## src/sv/assert_macros.svh

```systemverilog
// ---------------------------------------------------------------------------
// Assertion macros
// Shared concurrent assertion forms; compiled out for synthesis.
// ---------------------------------------------------------------------------
`ifndef ASSERT_MACROS_SVH
`define ASSERT_MACROS_SVH

`ifndef SYNTHESIS

// Check that a condition holds at every clock edge outside reset.
`define ASSERT_ALWAYS(lbl, cond, msg) \
    lbl: assert property (@(posedge clk) disable iff (!rst_n) (cond)) \
        else $error(msg);

// Check that a condition implies a consequence in the same cycle.
`define ASSERT_IMPLY(lbl, ante, cons, msg) \
    lbl: assert property (@(posedge clk) disable iff (!rst_n) (ante) |-> (cons)) \
        else $error(msg);

// Check that a condition implies a consequence in the next cycle.
`define ASSERT_NEXT(lbl, ante, cons, msg) \
    lbl: assert property (@(posedge clk) disable iff (!rst_n) (ante) |=> (cons)) \
        else $error(msg);

`else

`define ASSERT_ALWAYS(lbl, cond, msg)
`define ASSERT_IMPLY(lbl, ante, cons, msg)
`define ASSERT_NEXT(lbl, ante, cons, msg)

`endif

`endif

```

## src/sv/utf8d_pkg.sv

```systemverilog
// ---------------------------------------------------------------------------
// UTF-8 decoder package
// Field widths and encoding constants shared by the channels and the decoder.
// ---------------------------------------------------------------------------
package utf8d_pkg;

    localparam int BYTE_WIDTH    = 8;
    localparam int CP_WIDTH      = 21;
    localparam int OUT_OFF_WIDTH = 32;

    localparam logic [CP_WIDTH-1:0] REPL_CHAR    = 21'h00FFFD;
    localparam logic [CP_WIDTH-1:0] MAX_SCALAR   = 21'h10FFFF;
    localparam logic [CP_WIDTH-1:0] SURR_LOW     = 21'h00D800;
    localparam logic [CP_WIDTH-1:0] SURR_HIGH    = 21'h00DFFF;
    localparam logic [CP_WIDTH-1:0] MIN_TWO_BYTE = 21'h000080;
    localparam logic [CP_WIDTH-1:0] MIN_THREE    = 21'h000800;
    localparam logic [CP_WIDTH-1:0] MIN_FOUR     = 21'h010000;

    // Sequence lengths; LEN_NONE means nothing is pending.
    localparam logic [2:0] LEN_NONE  = 3'd0;
    localparam logic [2:0] LEN_ONE   = 3'd1;
    localparam logic [2:0] LEN_TWO   = 3'd2;
    localparam logic [2:0] LEN_THREE = 3'd3;
    localparam logic [2:0] LEN_FOUR  = 3'd4;

endpackage

```

## src/sv/utf8d_in_if.sv

```systemverilog
// ---------------------------------------------------------------------------
// UTF-8 decoder byte channel
// Valid/ready channel carrying one raw byte and its end-of-string flag.
// ---------------------------------------------------------------------------
interface utf8d_in_if
    import utf8d_pkg::*;
();
    logic                  valid;
    logic                  ready;
    logic [BYTE_WIDTH-1:0] data_byte;
    logic                  end_of_string;

    modport source (output valid, output data_byte, output end_of_string, input ready);
    modport sink   (input valid, input data_byte, input end_of_string, output ready);
endinterface

```

## src/sv/utf8d_out_if.sv

```systemverilog
// ---------------------------------------------------------------------------
// UTF-8 decoder scalar channel
// Valid/ready channel carrying one decoded scalar and its byte offset.
// ---------------------------------------------------------------------------
interface utf8d_out_if
    import utf8d_pkg::*;
();
    logic                     valid;
    logic                     ready;
    logic [CP_WIDTH-1:0]      code_point;
    logic [OUT_OFF_WIDTH-1:0] start_offset;
    logic                     replaced;
    logic                     last_of_run;

    modport source (output valid, output code_point, output start_offset,
                    output replaced, output last_of_run, input ready);
    modport sink   (input valid, input code_point, input start_offset,
                    input replaced, input last_of_run, output ready);
endinterface

```

## src/sv/utf8_stream_decoder.sv

```systemverilog
// ---------------------------------------------------------------------------
// UTF-8 stream decoder
// Decodes a byte stream into Unicode scalars with U+FFFD for malformed input.
// ---------------------------------------------------------------------------
//  channel  | dir | payload                                           | item
//  ---------+-----+---------------------------------------------------+------------
//  octets   | in  | data_byte[7:0], end_of_string                     | one byte
//  scalars  | out | code_point[20:0], start_offset[31:0], replaced,   | one scalar
//           |     | last_of_run                                       |
//
//  A byte passes an input register, then a decode loads a burst register
//  with zero to four scalars. With the output ready, the burst shifts out
//  one scalar per cycle and well-formed text sustains one byte per cycle;
//  a byte yielding a multi-scalar burst holds the input until the burst's
//  last scalar is taken. Reset clears pending sequence, offset counter and
//  both stages. Output stalls back up through the burst and input registers.
// ---------------------------------------------------------------------------
`include "assert_macros.svh"

module utf8_stream_decoder
    import utf8d_pkg::*;
#(
    parameter int OFFSET_WIDTH = 32
)
(
    input  logic         clk,
    input  logic         rst_n,
    utf8d_in_if.sink     octets,
    utf8d_out_if.source  scalars
);

    // Input register
    logic                    in_valid_reg;
    logic [BYTE_WIDTH-1:0]   in_byte_reg;
    logic                    in_eos_reg;

    // Decoder state
    logic [2:0]              need_reg, need_next;
    logic [1:0]              held_reg, held_next;
    logic [CP_WIDTH-1:0]     partial_reg, partial_next;
    logic [OFFSET_WIDTH-1:0] seq_start_reg, seq_start_next;
    logic [OFFSET_WIDTH-1:0] counter_reg, counter_next;

    // Burst register
    logic                    bst_valid_reg;
    logic [OFFSET_WIDTH-1:0] bst_base_reg;
    logic [2:0]              bst_count_reg;
    logic [1:0]              bst_idx_reg;
    logic [CP_WIDTH-1:0]     bst_cp_reg;
    logic                    bst_rep_reg;

    // Decode results
    logic [OFFSET_WIDTH-1:0] dec_base;
    logic [2:0]              dec_count;
    logic [CP_WIDTH-1:0]     dec_cp;
    logic                    dec_rep;

    logic                    out_fire;
    logic                    bst_last;
    logic                    burst_free;
    logic                    decode_fire;
    logic [2:0]              idx_ext;

    logic                    pending;
    logic                    is_cont;
    logic [CP_WIDTH-1:0]     acc;
    logic [2:0]              held_inc;
    logic [2:0]              pre;
    logic                    scalar_ok;

    logic [OFFSET_WIDTH-1:0]               off_cur;
    logic [OFFSET_WIDTH+OUT_OFF_WIDTH-1:0] off_ext;

    // -----------------------------------------------------------------------
    // Handshake
    // -----------------------------------------------------------------------
    assign idx_ext     = {1'b0, bst_idx_reg};
    assign bst_last    = (idx_ext + 3'd1) == bst_count_reg;
    assign out_fire    = scalars.valid && scalars.ready;
    assign burst_free  = !bst_valid_reg || (out_fire && bst_last);
    assign decode_fire = in_valid_reg && burst_free;
    assign octets.ready = !in_valid_reg || decode_fire;

    // -----------------------------------------------------------------------
    // Decode
    // -----------------------------------------------------------------------
    assign pending  = need_reg != LEN_NONE;
    assign is_cont  = in_byte_reg[7:6] == 2'b10;
    assign acc      = {partial_reg[CP_WIDTH-7:0], in_byte_reg[5:0]};
    assign held_inc = {1'b0, held_reg} + 3'd1;
    assign pre      = pending ? {1'b0, held_reg} : LEN_NONE;

    always_comb
    begin
        unique case (need_reg)
            LEN_TWO:   scalar_ok = acc >= MIN_TWO_BYTE;
            LEN_THREE: scalar_ok = (acc >= MIN_THREE) && !((acc >= SURR_LOW) && (acc <= SURR_HIGH));
            LEN_FOUR:  scalar_ok = (acc >= MIN_FOUR) && (acc <= MAX_SCALAR);
            default:   scalar_ok = 1'b0;
        endcase
    end

    always_comb
    begin
        need_next      = need_reg;
        held_next      = held_reg;
        partial_next   = partial_reg;
        seq_start_next = seq_start_reg;
        counter_next   = in_eos_reg ? '0 : counter_reg + OFFSET_WIDTH'(1);
        dec_base       = seq_start_reg;
        dec_count      = LEN_NONE;
        dec_cp         = REPL_CHAR;
        dec_rep        = 1'b1;

        if (pending && is_cont)
        begin
            if (held_inc == need_reg)
            begin
                need_next    = LEN_NONE;
                held_next    = 2'd0;
                partial_next = '0;
                if (scalar_ok)
                begin
                    dec_count = LEN_ONE;
                    dec_cp    = acc;
                    dec_rep   = 1'b0;
                end
                else
                begin
                    dec_count = need_reg;
                end
            end
            else if (in_eos_reg)
            begin
                // truncated at end of string: flush every held byte and this one
                dec_count    = held_inc;
                need_next    = LEN_NONE;
                held_next    = 2'd0;
                partial_next = '0;
            end
            else
            begin
                held_next    = held_inc[1:0];
                partial_next = acc;
            end
        end
        else
        begin
            // flush held bytes (if any), then take this byte as a lead;
            // its offset follows the held run directly
            if (!pending)
            begin
                dec_base = counter_reg;
            end
            need_next    = LEN_NONE;
            held_next    = 2'd0;
            partial_next = '0;
            if (!in_byte_reg[7])
            begin
                dec_count = pre + 3'd1;
                dec_cp    = {13'd0, in_byte_reg};
                dec_rep   = 1'b0;
            end
            else if (in_byte_reg[7:5] == 3'b110 || in_byte_reg[7:4] == 4'b1110 ||
                     in_byte_reg[7:3] == 5'b11110)
            begin
                if (in_eos_reg)
                begin
                    dec_count = pre + 3'd1;
                end
                else
                begin
                    dec_count      = pre;
                    held_next      = 2'd1;
                    seq_start_next = counter_reg;
                    if (in_byte_reg[7:5] == 3'b110)
                    begin
                        need_next    = LEN_TWO;
                        partial_next = {16'd0, in_byte_reg[4:0]};
                    end
                    else if (in_byte_reg[7:4] == 4'b1110)
                    begin
                        need_next    = LEN_THREE;
                        partial_next = {17'd0, in_byte_reg[3:0]};
                    end
                    else
                    begin
                        need_next    = LEN_FOUR;
                        partial_next = {18'd0, in_byte_reg[2:0]};
                    end
                end
            end
            else
            begin
                dec_count = pre + 3'd1;
            end
        end
    end

    // -----------------------------------------------------------------------
    // Registers
    // -----------------------------------------------------------------------
    always_ff @(posedge clk or negedge rst_n)
    begin
        if (!rst_n)
        begin
            in_valid_reg <= 1'b0;
        end
        else if (octets.ready)
        begin
            in_valid_reg <= octets.valid;
        end
    end

    always_ff @(posedge clk)
    begin
        if (octets.ready && octets.valid)
        begin
            in_byte_reg <= octets.data_byte;
            in_eos_reg  <= octets.end_of_string;
        end
    end

    always_ff @(posedge clk or negedge rst_n)
    begin
        if (!rst_n)
        begin
            need_reg      <= LEN_NONE;
            held_reg      <= 2'd0;
            partial_reg   <= '0;
            seq_start_reg <= '0;
            counter_reg   <= '0;
        end
        else if (decode_fire)
        begin
            need_reg      <= need_next;
            held_reg      <= held_next;
            partial_reg   <= partial_next;
            seq_start_reg <= seq_start_next;
            counter_reg   <= counter_next;
        end
    end

    always_ff @(posedge clk or negedge rst_n)
    begin
        if (!rst_n)
        begin
            bst_valid_reg <= 1'b0;
            bst_count_reg <= LEN_NONE;
            bst_idx_reg   <= 2'd0;
        end
        else if (decode_fire)
        begin
            bst_valid_reg <= dec_count != LEN_NONE;
            bst_count_reg <= dec_count;
            bst_idx_reg   <= 2'd0;
        end
        else if (out_fire)
        begin
            if (bst_last)
            begin
                bst_valid_reg <= 1'b0;
            end
            else
            begin
                bst_idx_reg <= bst_idx_reg + 2'd1;
            end
        end
    end

    always_ff @(posedge clk)
    begin
        if (decode_fire)
        begin
            bst_base_reg <= dec_base;
            bst_cp_reg   <= dec_cp;
            bst_rep_reg  <= dec_rep;
        end
    end

    // -----------------------------------------------------------------------
    // Output: replacements first, the tail scalar last
    // -----------------------------------------------------------------------
    assign off_cur = bst_base_reg + OFFSET_WIDTH'(bst_idx_reg);
    assign off_ext = {{OUT_OFF_WIDTH{1'b0}}, off_cur};

    assign scalars.valid        = bst_valid_reg;
    assign scalars.code_point   = bst_last ? bst_cp_reg : REPL_CHAR;
    assign scalars.replaced     = bst_last ? bst_rep_reg : 1'b1;
    assign scalars.last_of_run  = bst_last;
    assign scalars.start_offset = off_ext[OUT_OFF_WIDTH-1:0];

    // -----------------------------------------------------------------------
    // Assertions
    // -----------------------------------------------------------------------
    `ASSERT_IMPLY(a_burst_count, bst_valid_reg, (bst_count_reg != LEN_NONE) && (bst_count_reg <= LEN_FOUR), "burst count out of range")
    `ASSERT_IMPLY(a_burst_idx, bst_valid_reg, idx_ext < bst_count_reg, "burst index past count")
    `ASSERT_IMPLY(a_held_range, need_reg != LEN_NONE, (held_reg != 2'd0) && ({1'b0, held_reg} < need_reg), "held count inconsistent")
    `ASSERT_IMPLY(a_idle_clear, need_reg == LEN_NONE, held_reg == 2'd0, "bytes held with nothing pending")
    `ASSERT_NEXT(a_burst_load, decode_fire && (dec_count != LEN_NONE), bst_valid_reg && (bst_idx_reg == 2'd0), "burst not loaded")

endmodule
```

## src/flat_wrapper.sv

```systemverilog
// flat-port wrapper written by rule: the top's interface ports become plain ports
module utf8_stream_decoder_flat import utf8d_pkg::*;
#(
    parameter int OFFSET_WIDTH = 32
)
  (clk, rst_n, octets_valid, octets_data_byte, octets_end_of_string, octets_ready, scalars_valid, scalars_code_point, scalars_start_offset, scalars_replaced, scalars_last_of_run, scalars_ready);
  utf8d_in_if octets_i ();
  utf8d_out_if scalars_i ();
  input  logic clk;
  input  logic rst_n;
  input wire logic [$bits(octets_i.valid)-1:0] octets_valid;
  input wire logic [$bits(octets_i.data_byte)-1:0] octets_data_byte;
  input wire logic [$bits(octets_i.end_of_string)-1:0] octets_end_of_string;
  output wire logic [$bits(octets_i.ready)-1:0] octets_ready;
  output wire logic [$bits(scalars_i.valid)-1:0] scalars_valid;
  output wire logic [$bits(scalars_i.code_point)-1:0] scalars_code_point;
  output wire logic [$bits(scalars_i.start_offset)-1:0] scalars_start_offset;
  output wire logic [$bits(scalars_i.replaced)-1:0] scalars_replaced;
  output wire logic [$bits(scalars_i.last_of_run)-1:0] scalars_last_of_run;
  input wire logic [$bits(scalars_i.ready)-1:0] scalars_ready;
  assign octets_i.valid = octets_valid;
  assign octets_i.data_byte = octets_data_byte;
  assign octets_i.end_of_string = octets_end_of_string;
  assign octets_ready = octets_i.ready;
  assign scalars_valid = scalars_i.valid;
  assign scalars_code_point = scalars_i.code_point;
  assign scalars_start_offset = scalars_i.start_offset;
  assign scalars_replaced = scalars_i.replaced;
  assign scalars_last_of_run = scalars_i.last_of_run;
  assign scalars_i.ready = scalars_ready;
  utf8_stream_decoder #(.OFFSET_WIDTH(OFFSET_WIDTH)) u_core (.clk(clk), .rst_n(rst_n), .octets(octets_i), .scalars(scalars_i));
endmodule
```

## config.mk

```make
export PLATFORM = sky130hd
export DESIGN_NAME = utf8_stream_decoder_flat
export DESIGN_NICKNAME = d
export VERILOG_FILES = /design/src/sv/utf8d_pkg.sv /design/src/sv/utf8d_in_if.sv /design/src/sv/utf8d_out_if.sv /design/src/sv/utf8_stream_decoder.sv /design/src/flat_wrapper.sv
export VERILOG_INCLUDE_DIRS = /design/src /design/src/sv
export SDC_FILE = /design/constraint.sdc
export NUM_CORES = 1
export LEC_CHECK = 0
export ABC_AREA = 1
export BUFFER_PORTS_ARGS = -buffer_cell sky130_fd_sc_hd__buf_4
export CORE_MARGIN = 2
export CORE_UTILIZATION = 59
export DETAILED_ROUTE_END_ITERATION = 8
export PLACE_DENSITY_LB_ADDON = 0.1
export SETUP_SLACK_MARGIN = 0.3
export SYNTH_ARGS = -nofsm -noshare
export SYNTH_HDL_FRONTEND = slang
export SYNTH_SLANG_ARGS = --single-unit
export TNS_END_PERCENT = 20
```

## constraint.sdc

```tcl
create_clock -name clk -period 5.3 [get_ports clk]
set_input_delay 1.06 -clock clk [delete_from_list [all_inputs] [get_ports clk]]
set_output_delay 1.06 -clock clk [all_outputs]
set_load 0.05 [all_outputs]
```

==> reports/results.ini, run 1 <==
[timing]
hold_violations=0
fmax_mhz=251.8
whs_ns=0.4805
fin_crit_sh=0.7493
post-route-min-period_ns=3.971
report.final.slew_viol_count=0
fin_setup_tns_ns=0
fin_skew_ns=0.008525
rsz0062_at_grt=no
setup-violations-final=0
max_slew_margin=0.2407
tightest_slew_ns=1.138

[yosys]
postSynthNetCount=976
seq_area_frac_synth=0.5128
synthTopCellsByArea=dfrtp_1 (28%), edfxtp_1 (23%), nand2_1 (11%)
synth_compound_area_frac=0.1005
yosys.area_share.xor_xnor=0.03986
synthSimpleGateAreaFrac=0.2598
synth_top_family_by_area=simple AND/OR/NAND/NOR gates
synth.area.mux_share=0
syn_area_um2=8130
synth-seq-cells=154
netlist_instances=956
synth_adder_area_share=0.01170
synth.largest_area_cell=dfrtp_1
ys_warn_count=0
avgSynthCellArea_um2=8.504
synth_top_cell_area_share=0.2801
synth.distinct_cells=42

[setup_path]
path_class=reg -> out
reg2reg_to=u_core.counter_reg[3]
rr_startpoint=u_core.bst_idx_reg[0]
cpLargestDelayFamily=simple AND/OR/NAND/NOR gates
critPathLaunchType=flop
cp.arrival_ns=2.91
crit_top_cell=nor2_2
path_max_fanout=4
rrSetupSlack_ns=2.06
worst_ep_required_time_ns=4.24
crit_slowest_cell=dfrtp_1
cp-end-kind=output pin
r2r_cells=9
worst-path-buf-inv=2
slowest_delay_ns=0.44
crit_chain=ha_1, inv_1, fa_1, nor2_2, nand4_2, nor3_4, nand3_2, nor2_2, nand2_1, xnor2_1, buf_4

[global_routing]
grt_pass1_wl_um=29100
grt_pass1_vias=5879
grtUsageMet2=0.3546
grt.met1_usage=0.4058
gr-total-overflow=0
antenna_found_initial=0
grt_max_degree=119
grt_use_total=0.2545
grt-busiest-layer=met1
globalRouteMet3Util=0.03853

[cells_and_area]
area_growth_pct=13.97
seq_area_um2=4169
antenna_cells=0
multi_input_area_um2=3348
layout-drive-gt1-share=0.1538
layout_common_cells=nand2_1 (234), inv_1 (106), dfrtp_1 (91), nor2_1 (82), buf_4 (72)
layout_commonest_cell=nand2_1
nFillCells=1113
final_nets=1034

[power_and_ir_drop]
p_leak_nw=3.919
peakVddDrop_mv=0.5071
total_power_mw=5.729
p_per_area_nw_per_um2=618.3

[placement]
dp_hpwl_um=12620
io_buffers=69
place.gp.congestion=0.8803

[floorplanning]
pin_count=70
dieWidth_um=121.4
die-area_um2=14740
coreArea_um2=13350
die-height_um=121.4
num_rows=42
initial_utilization=0.6091

[route]
vias=6607
remaining_drc_errors=0
viasPerCell=5.492
ant_nets=0
drtIter0Drc=683
wl_per_cell_um=14.90
wl_um=17930
drt-pass1-iter-count=6

[job]
drv_cap=0

[status]
outcome=finished clean

[clock_tree]
htreeDepth=4
clk_latency_ns=0.42
clockRootBuffer=clkbuf_16
clockBufferDepth=2
cts_setup_buffers=0
numCtsBuffers=17
cts_sinks=154
cts_tree=yes
hold_buffers=0
path_clk_slew_ns=0.06
cts_resized=0

[hold_path]
hp-start=u_core.seq_start_reg[11]
worstHoldEndpoint=u_core.seq_start_reg[11]
hold-path-cell-count=2
hold_class=reg -> reg

[synthesized netlist by cell type, drive strengths merged]
cell type and n:
clkbuf 17, nand3b 1, a21oi 9, xnor2 18, or2 20, edfxtp 63, ha 6, nand3 63
dfrtp 91, inv 108, buf 17, xor2 19, and3 1, nand4 43, o21ai 124, a22oi 1
a31oi 1, nor3b 1, a211oi 1, o31ai 3, fa 1, nor3 19, nor4 3, o211ai 1
nand2 237, nor2 86, o22ai 1, clkinv 1
[layout make-up]
class,count,area share
inverter,109,0.04442
clock inverter,9,0.009587
sequential,154,0.4499
tap,176,0.02376
multi-input combinational,659,0.3613
clock buffer,23,0.05050
timing repair buffer,73,0.06049
[tightest hold or removal path, stage by stage (launching register included)]
cell     delay [ns]
dfrtp_1        0.34
nand2_1        0.06
o21ai_2        0.05
[per-stage QoR]
stage	instance area [µm²]	instances	worst slack [ns]	utilization
2_1_floorplan	8130	956	1.538	-
3_3_place_gp	8710	1171	1.845	0.6525
3_5_place_dp	8710	1171	1.746	0.6525
4_1_cts	9266	1203	1.288	0.6942
5_1_grt	9266	1203	1.111	0.6942
6_report	9266	1203	1.329	0.6942
[per-layer routing]
| metal | vias to the layer above | share of wire | routed length (µm) |
|---|---|---|---|
| li1 | 3294 | - | - |
| met1 | 3069 | 0.50 | 8979 |
| met2 | 218 | 0.42 | 7615 |
| met3 | 26 | 0.060 | 1073 |
| met4 | 0 | 0.015 | 261 |
| met5 | - | 0 | 0 |
[cell families (layout without fill, tap and decap cells)]
family | count (synthesis) | in the layout
fa+ha+maj | 7 | 7
simple gates | 474 | 474
flops | 154 | 154
compound gates | 141 | 141
xor+xnor | 37 | 37
buf+inv | 143 | 214
[worst max-delay path by stage]
stage | from | to | cells past startpoint
after floorplan | u_core.bst_idx_reg[0] | scalars_start_offset[30] | 10
after global placement | u_core.bst_idx_reg[0] | scalars_start_offset[30] | 11
after detailed placement | u_core.bst_idx_reg[0] | scalars_start_offset[24] | 11
after CTS | u_core.bst_idx_reg[0] | scalars_start_offset[30] | 11
after global routing | u_core.bst_idx_reg[0] | scalars_start_offset[30] | 11
final | u_core.bst_idx_reg[0] | scalars_start_offset[30] | 11
[power by group]
| group | internal (mW) | switching [mW] | total (mW) |
|---|---|---|---|
| sequential | 1.73 | 0.316 | 2.05 |
| combinational | 0.700 | 1.84 | 2.54 |
| clock | 0.672 | 0.467 | 1.14 |
Note: power is estimated with default switching activity, not from simulation.
==> run 2: changes to the inputs <==
--- a/config.mk
+++ b/config.mk
@@ -9,7 +9,7 @@
 export ABC_AREA = 1
 export BUFFER_PORTS_ARGS = -buffer_cell sky130_fd_sc_hd__buf_4
 export CORE_MARGIN = 2
-export CORE_UTILIZATION = 59
+export CORE_UTILIZATION = 54
 export DETAILED_ROUTE_END_ITERATION = 8
 export PLACE_DENSITY_LB_ADDON = 0.1
 export SETUP_SLACK_MARGIN = 0.3
==> constraint.sdc (replaced) <==
create_clock -name clk -period 3.2 [get_ports clk]
set_input_delay 0.64 -clock clk [delete_from_list [all_inputs] [get_ports clk]]
set_output_delay 0.64 -clock clk [all_outputs]
set_load 0.05 [all_outputs]
==> reports/results.ini, run 2 (synthesis gave the netlist of run 1 again) <==
[setup_path]
critPathLaunchType=flop
path_class=reg -> out
crit_slowest_cell=dfrtp_1
crit_chain=ha_2, inv_2, fa_2, nor2_4, nand4_4, nor3_4, buf_4, nand2_4, nor2_4, nand2_2, xnor2_2, buf_6
worst_ep_required_time_ns=2.56  ; -1.68 ns
crit_top_cell=nor2_4
cp-end-kind=output pin
cp.arrival_ns=2.65  ; -0.26 ns
slowest_delay_ns=0.36  ; -0.08 ns
path_max_fanout=4  ; unchanged

[route]
drtIter0Drc=666  ; -2.5%
drt-pass1-iter-count=5  ; -1
vias=6759  ; +2.3%
wl_per_cell_um=15.75  ; +5.7%
viasPerCell=5.473  ; -0.35%
remaining_drc_errors=0  ; unchanged
wl_um=19450  ; +8.5%
ant_nets=0  ; unchanged

[floorplanning]
die-area_um2=16050  ; +8.9%
pin_count=70  ; unchanged
initial_utilization=0.5552  ; -0.05392
num_rows=44  ; +4.8%
dieWidth_um=126.7  ; +4.4%
die-height_um=126.7  ; +4.4%
coreArea_um2=14640  ; +9.7%

[global_routing]
grt_use_total=0.2501  ; -0.004401
grt_pass1_wl_um=31190  ; +7.2%
grt_pass1_vias=6047  ; +2.9%
gr-total-overflow=0  ; unchanged
antenna_found_initial=0  ; unchanged
grt_max_degree=65  ; -45%

[cells_and_area]
final_nets=1058  ; +2.3%
layout-drive-gt1-share=0.2103  ; +0.05643
instances_no_fill=1235  ; +2.7%
layout_commonest_cell=nand2_1
area_growth_pct=22.53
antenna_cells=0  ; unchanged
layout_common_cells=nand2_1 (229), inv_1 (104), dfrtp_1 (91), nor2_1 (76)

[timing]
rsz0062_at_grt=yes
setup-violations-final=6  ; +6
fin_skew_ns=0.01328  ; +0.004759 ns
max_slew_margin=0.4878  ; +0.2470
whs_ns=0.2851  ; -0.1954 ns
report.final.slew_viol_count=0  ; unchanged
setup_ws_ns=-0.08538  ; -1.414 ns
fmax_mhz=304.4
hold_violations=0  ; unchanged
tightest_slew_ns=0.7684  ; -0.3693 ns
fin_crit_sh=1.027
post-route-min-period_ns=3.285

[clock_tree]
cts_tree=yes
htreeDepth=4  ; unchanged
path_clk_slew_ns=0.06  ; about the same
cts_sinks=154  ; unchanged
clk_latency_ns=0.43  ; about the same
numCtsBuffers=17  ; unchanged
clockRootBuffer=clkbuf_16
hold_buffers=0  ; unchanged
clockBufferDepth=2  ; unchanged

[power_and_ir_drop]
total_power_mw=10.20  ; +78%
p_per_area_nw_per_um2=1024  ; +66%
p_leak_nw=4.233  ; +8.0%
peakVddDrop_mv=0.6486  ; +28%

[placement]
io_buffers=69  ; unchanged
place.gp.congestion=0.8791  ; -0.14%
dp_slack_ns=0.1872  ; -1.559 ns
placedCellCount=1186  ; +1.3%
dp_hpwl_um=13200  ; +4.5%

[hold_path]
hold_class=in -> async

[status]
outcome=finished, violations left
violations=negative setup slack

[job]
drv_cap=0  ; unchanged

==> run 2: cell count changes in the layout (fill, tap and decap cells not counted), sizes merged <==
cell	before	now
buf	73	96
bufinv	1	0
clkbuf	23	21
clkinv	4	5
clkinvlp	3	2
inv	110	113
nand3	63	64
==> run 2: critical path: cells and delay by family (launching register included) <==
kind	cells	cell delay [ns]
adders and majority gates	2	0.56
and+or+nand+nor	6	0.73
DFF	1	0.36
buffers and inverters	3	0.39
xor gates and xnor gates	1	0.17
==> run 2: cell type report <==
| type | count | area, µm² |
|---|---|---|
| well taps | 184 | 230.2 |
| repair buffers | 96 | 924.6 |
| clock inverters | 11 | 83.83 |
| flip-flops and latches | 154 | 4169 |
| fillers | 1154 | 4682 |
| multi-input cells | 660 | 3682 |
| clock buffers | 21 | 460.4 |
| inverters | 109 | 411.6 |
==> run 2: what timing repair did <==
item                       4_1_cts  5_1_grt
pin swaps                       17       15
setup endpoints to repair       41       39
gates cloned                     1        0
resized for setup               64       24
setup buffers                   11        5
==> run 2: power by group <==
| part | switching (mW) | total [mW] | leakage [nW] | internal [mW] |
|---|---|---|---|---|
| combinational | 3.31 | 4.91 | 2.14 | 1.60 |
| sequential | 0.568 | 3.44 | 1.82 | 2.87 |
| clock | 0.817 | 1.86 | 0.265 | 1.04 |
| total | 4.69 | 10.2 | 4.23 | 5.51 |
==> run 2: path summary, 6_finish.rpt <==
check / from / endpoint / slack (ns) / cells past startpoint
worst max-delay path: u_core.bst_idx_reg[0] / scalars_start_offset[22] / -0.09 / 12
min in group clk: octets_data_byte[4] / u_core.in_byte_reg[4] / 0.38 / 1
worst max register to register: u_core.bst_idx_reg[0] / u_core.seq_start_reg[26] / 0.48 / 13
worst min register to register: u_core.seq_start_reg[11] / u_core.seq_start_reg[11] / 0.48 / 2
max in group asynchronous: rst_n / u_core.counter_reg[11] / 2.23 / 2
worst min-delay path: rst_n / u_core.seq_start_reg[28] / 0.29 / 1
==> run 2: metrics by stage <==
step,setup TNS [ns],area (µm²),util
final,-0.3060,9962,0.6803
after global routing,-1.187,9962,0.6803
after CTS,-0.1117,9803,0.6694
after detailed placement,0,8867,0.6055
after global placement,0,8867,0.6055
after floorplan,0,8200,-
==> run 2: routing by layer <==
layer | share of wire | wire length [µm] | up-vias | track usage
met5 | 0 | 0 | - | 0
li1 | - | - | 3352 | -
met3 | 0.060 | 1171 | 23 | 0.04935
met2 | 0.43 | 8440 | 236 | 0.3548
met4 | 0.014 | 281 | 0 | 0.07046
met1 | 0.49 | 9557 | 3148 | 0.3927
==> run 3: changes to the inputs <==
--- a/config.mk
+++ b/config.mk
@@ -9,10 +9,9 @@
 export ABC_AREA = 1
 export BUFFER_PORTS_ARGS = -buffer_cell sky130_fd_sc_hd__buf_4
 export CORE_MARGIN = 2
-export CORE_UTILIZATION = 54
+export CORE_UTILIZATION = 59
 export DETAILED_ROUTE_END_ITERATION = 8
 export PLACE_DENSITY_LB_ADDON = 0.1
-export SETUP_SLACK_MARGIN = 0.3
 export SYNTH_ARGS = -nofsm -noshare
 export SYNTH_HDL_FRONTEND = slang
 export SYNTH_SLANG_ARGS = --single-unit
==> constraint.sdc (replaced) <==
create_clock -name clk -period 3.3 [get_ports clk]
set_input_delay 0.66 -clock clk [delete_from_list [all_inputs] [get_ports clk]]
set_output_delay 0.66 -clock clk [all_outputs]
set_load 0.05 [all_outputs]
==> reports/results.ini, run 3 (synthesis gave the netlist of run 1 again) <==
[power_and_ir_drop]
total_power_mw=9.279  ; -9.0%
p_per_area_nw_per_um2=985.7  ; -3.7%
p_leak_nw=4.010  ; -5.3%
peakVddDrop_mv=0.4367  ; -33%

[cells_and_area]
final_nets=1046  ; -1.1%
area_growth_pct=15.79
layout-drive-gt1-share=0.1665  ; -0.04377
antenna_cells=0  ; unchanged
layout_common_cells=nand2_1 (234), inv_1 (106), dfrtp_1 (91), buf_4 (81), nor2_1 (80)
layout_commonest_cell=nand2_1

[setup_path]
crit_top_cell=nor2_4
cp-end-kind=output pin
crit_slowest_cell=fa_2
rrSetupSlack_ns=0.76  ; +0.28 ns
cpLargestDelayFamily=simple AND/OR/NAND/NOR gates
worst-path-buf-inv=2  ; -1
cp.arrival_ns=2.54  ; -0.11 ns
path_class=reg -> out
reg2reg_to=u_core.seq_start_reg[27]
critPathLaunchType=flop
worst_ep_required_time_ns=2.64  ; +0.08 ns
crit_chain=ha_1, inv_1, fa_2, nor2_4, nand4_4, nor3_4, nand3_2, nor2_4, nand2_1, xnor2_2, buf_6
r2r_cells=11  ; -2
slowest_delay_ns=0.37  ; about the same
rr_startpoint=u_core.bst_idx_reg[0]
path_max_fanout=4  ; unchanged

[timing]
max_slew_margin=0.5795  ; +0.09172
report.final.slew_viol_count=0  ; unchanged
tightest_slew_ns=0.6274  ; -0.1410 ns
fmax_mhz=312.3
hold_violations=0  ; unchanged
setup_ws_ns=0.09821  ; +0.1836 ns
fin_skew_ns=0.007302  ; -0.005982 ns
rsz0062_at_grt=yes
fin_crit_sh=0.9702
post-route-min-period_ns=3.202
setup-violations-final=0  ; -6

[placement]
io_buffers=69  ; unchanged
place.gp.congestion=0.9195  ; +4.6%
dp_slack_ns=0.2228  ; +0.03568 ns
dp_hpwl_um=12800  ; -3.0%

[floorplanning]
num_rows=42  ; -4.5%
pin_count=70  ; unchanged
dieWidth_um=121.4  ; -4.2%
initial_utilization=0.6091  ; +0.05392
die-height_um=121.4  ; -4.2%
die-area_um2=14740  ; -8.2%
coreArea_um2=13350  ; -8.9%

[clock_tree]
clockBufferDepth=2  ; unchanged
cts_tree=yes
numCtsBuffers=17  ; unchanged
path_clk_slew_ns=0.06  ; about the same
hold_buffers=0  ; unchanged
clk_latency_ns=0.42  ; about the same
clockRootBuffer=clkbuf_16
htreeDepth=4  ; unchanged
cts_sinks=154  ; unchanged

[status]
outcome=finished clean

[global_routing]
grt_pass1_vias=6039  ; -0.13%
grt_max_degree=65  ; unchanged
antenna_found_initial=0  ; unchanged
grt_pass1_wl_um=30040  ; -3.7%
grt_use_total=0.2646  ; +0.01452
gr-total-overflow=0  ; unchanged

[route]
vias=6726  ; -0.49%
remaining_drc_errors=0  ; unchanged
drtIter0Drc=635  ; -4.7%
drt-pass1-iter-count=5  ; unchanged
viasPerCell=5.536  ; +1.1%
wl_per_cell_um=14.87  ; -5.6%
wl_um=18070  ; -7.1%
ant_nets=0  ; unchanged

[job]
drv_cap=0  ; unchanged

[hold_path]
hold_class=in -> async

==> run 3: power breakdown <==
| part | leakage [nW] | switching (mW) | internal (mW) |
|---|---|---|---|
| clock | 0.264 | 0.732 | 1.07 |
| sequential | 1.82 | 0.505 | 2.78 |
| combinational | 1.92 | 2.98 | 1.20 |
==> run 3: layer usage <==
metal | track usage | share of wire | vias to the layer above
li1 | - | - | 3309
met1 | 0.4179 | 0.49 | 3128
met2 | 0.3648 | 0.42 | 259
met3 | 0.05028 | 0.069 | 30
met4 | 0.09052 | 0.016 | 0
met5 | 0 | 0 | -
==> run 3: worst max-delay path by stage <==
stage / from / endpoint / slack [ns] / cells past startpoint
after global placement: u_core.bst_idx_reg[0] / scalars_start_offset[30] / 0.27 / 11
after detailed placement: u_core.bst_idx_reg[0] / scalars_start_offset[30] / 0.22 / 11
after CTS: u_core.bst_idx_reg[0] / scalars_start_offset[24] / 0.02 / 11
after floorplan: u_core.bst_idx_reg[0] / scalars_start_offset[24] / -0.06 / 10
final: u_core.bst_idx_reg[0] / scalars_start_offset[30] / 0.1 / 11
after global routing: u_core.bst_idx_reg[0] / scalars_start_offset[30] / -0.06 / 11
==> run 3: cell type report <==
cell class                      instances  area, µm²
Fill cell                            1090       3934
Timing Repair Buffer                   85      679.4
Multi-Input combinational cell        659       3388
Inverter                              109      411.6
Sequential cell                       154       4169
Tap cell                              176      220.2
Clock buffer                           24      471.7
Clock inverter                          8      73.82
==> run 3: repair_timing <==
action,4_1_cts,5_1_grt
resized for setup,5,3
setup buffers,3,1
endpoints found under the setup margin,7,8
pin swaps,3,1
==> run 3: stage by stage <==
stage                     hold slack [ns]  cell area, µm²  setup TNS, ns  utilization  std cells
after CTS                          0.2703            9395              0       0.7039       1214
after global placement             0.4638            8802              0       0.6594       1179
after detailed placement           0.4680            8802              0       0.6594       1179
after floorplan                    0.3644            8138        -0.1209            -        956
final                              0.2498            9414              0       0.7053       1215
after global routing               0.3049            9414        -0.2106       0.7053       1215
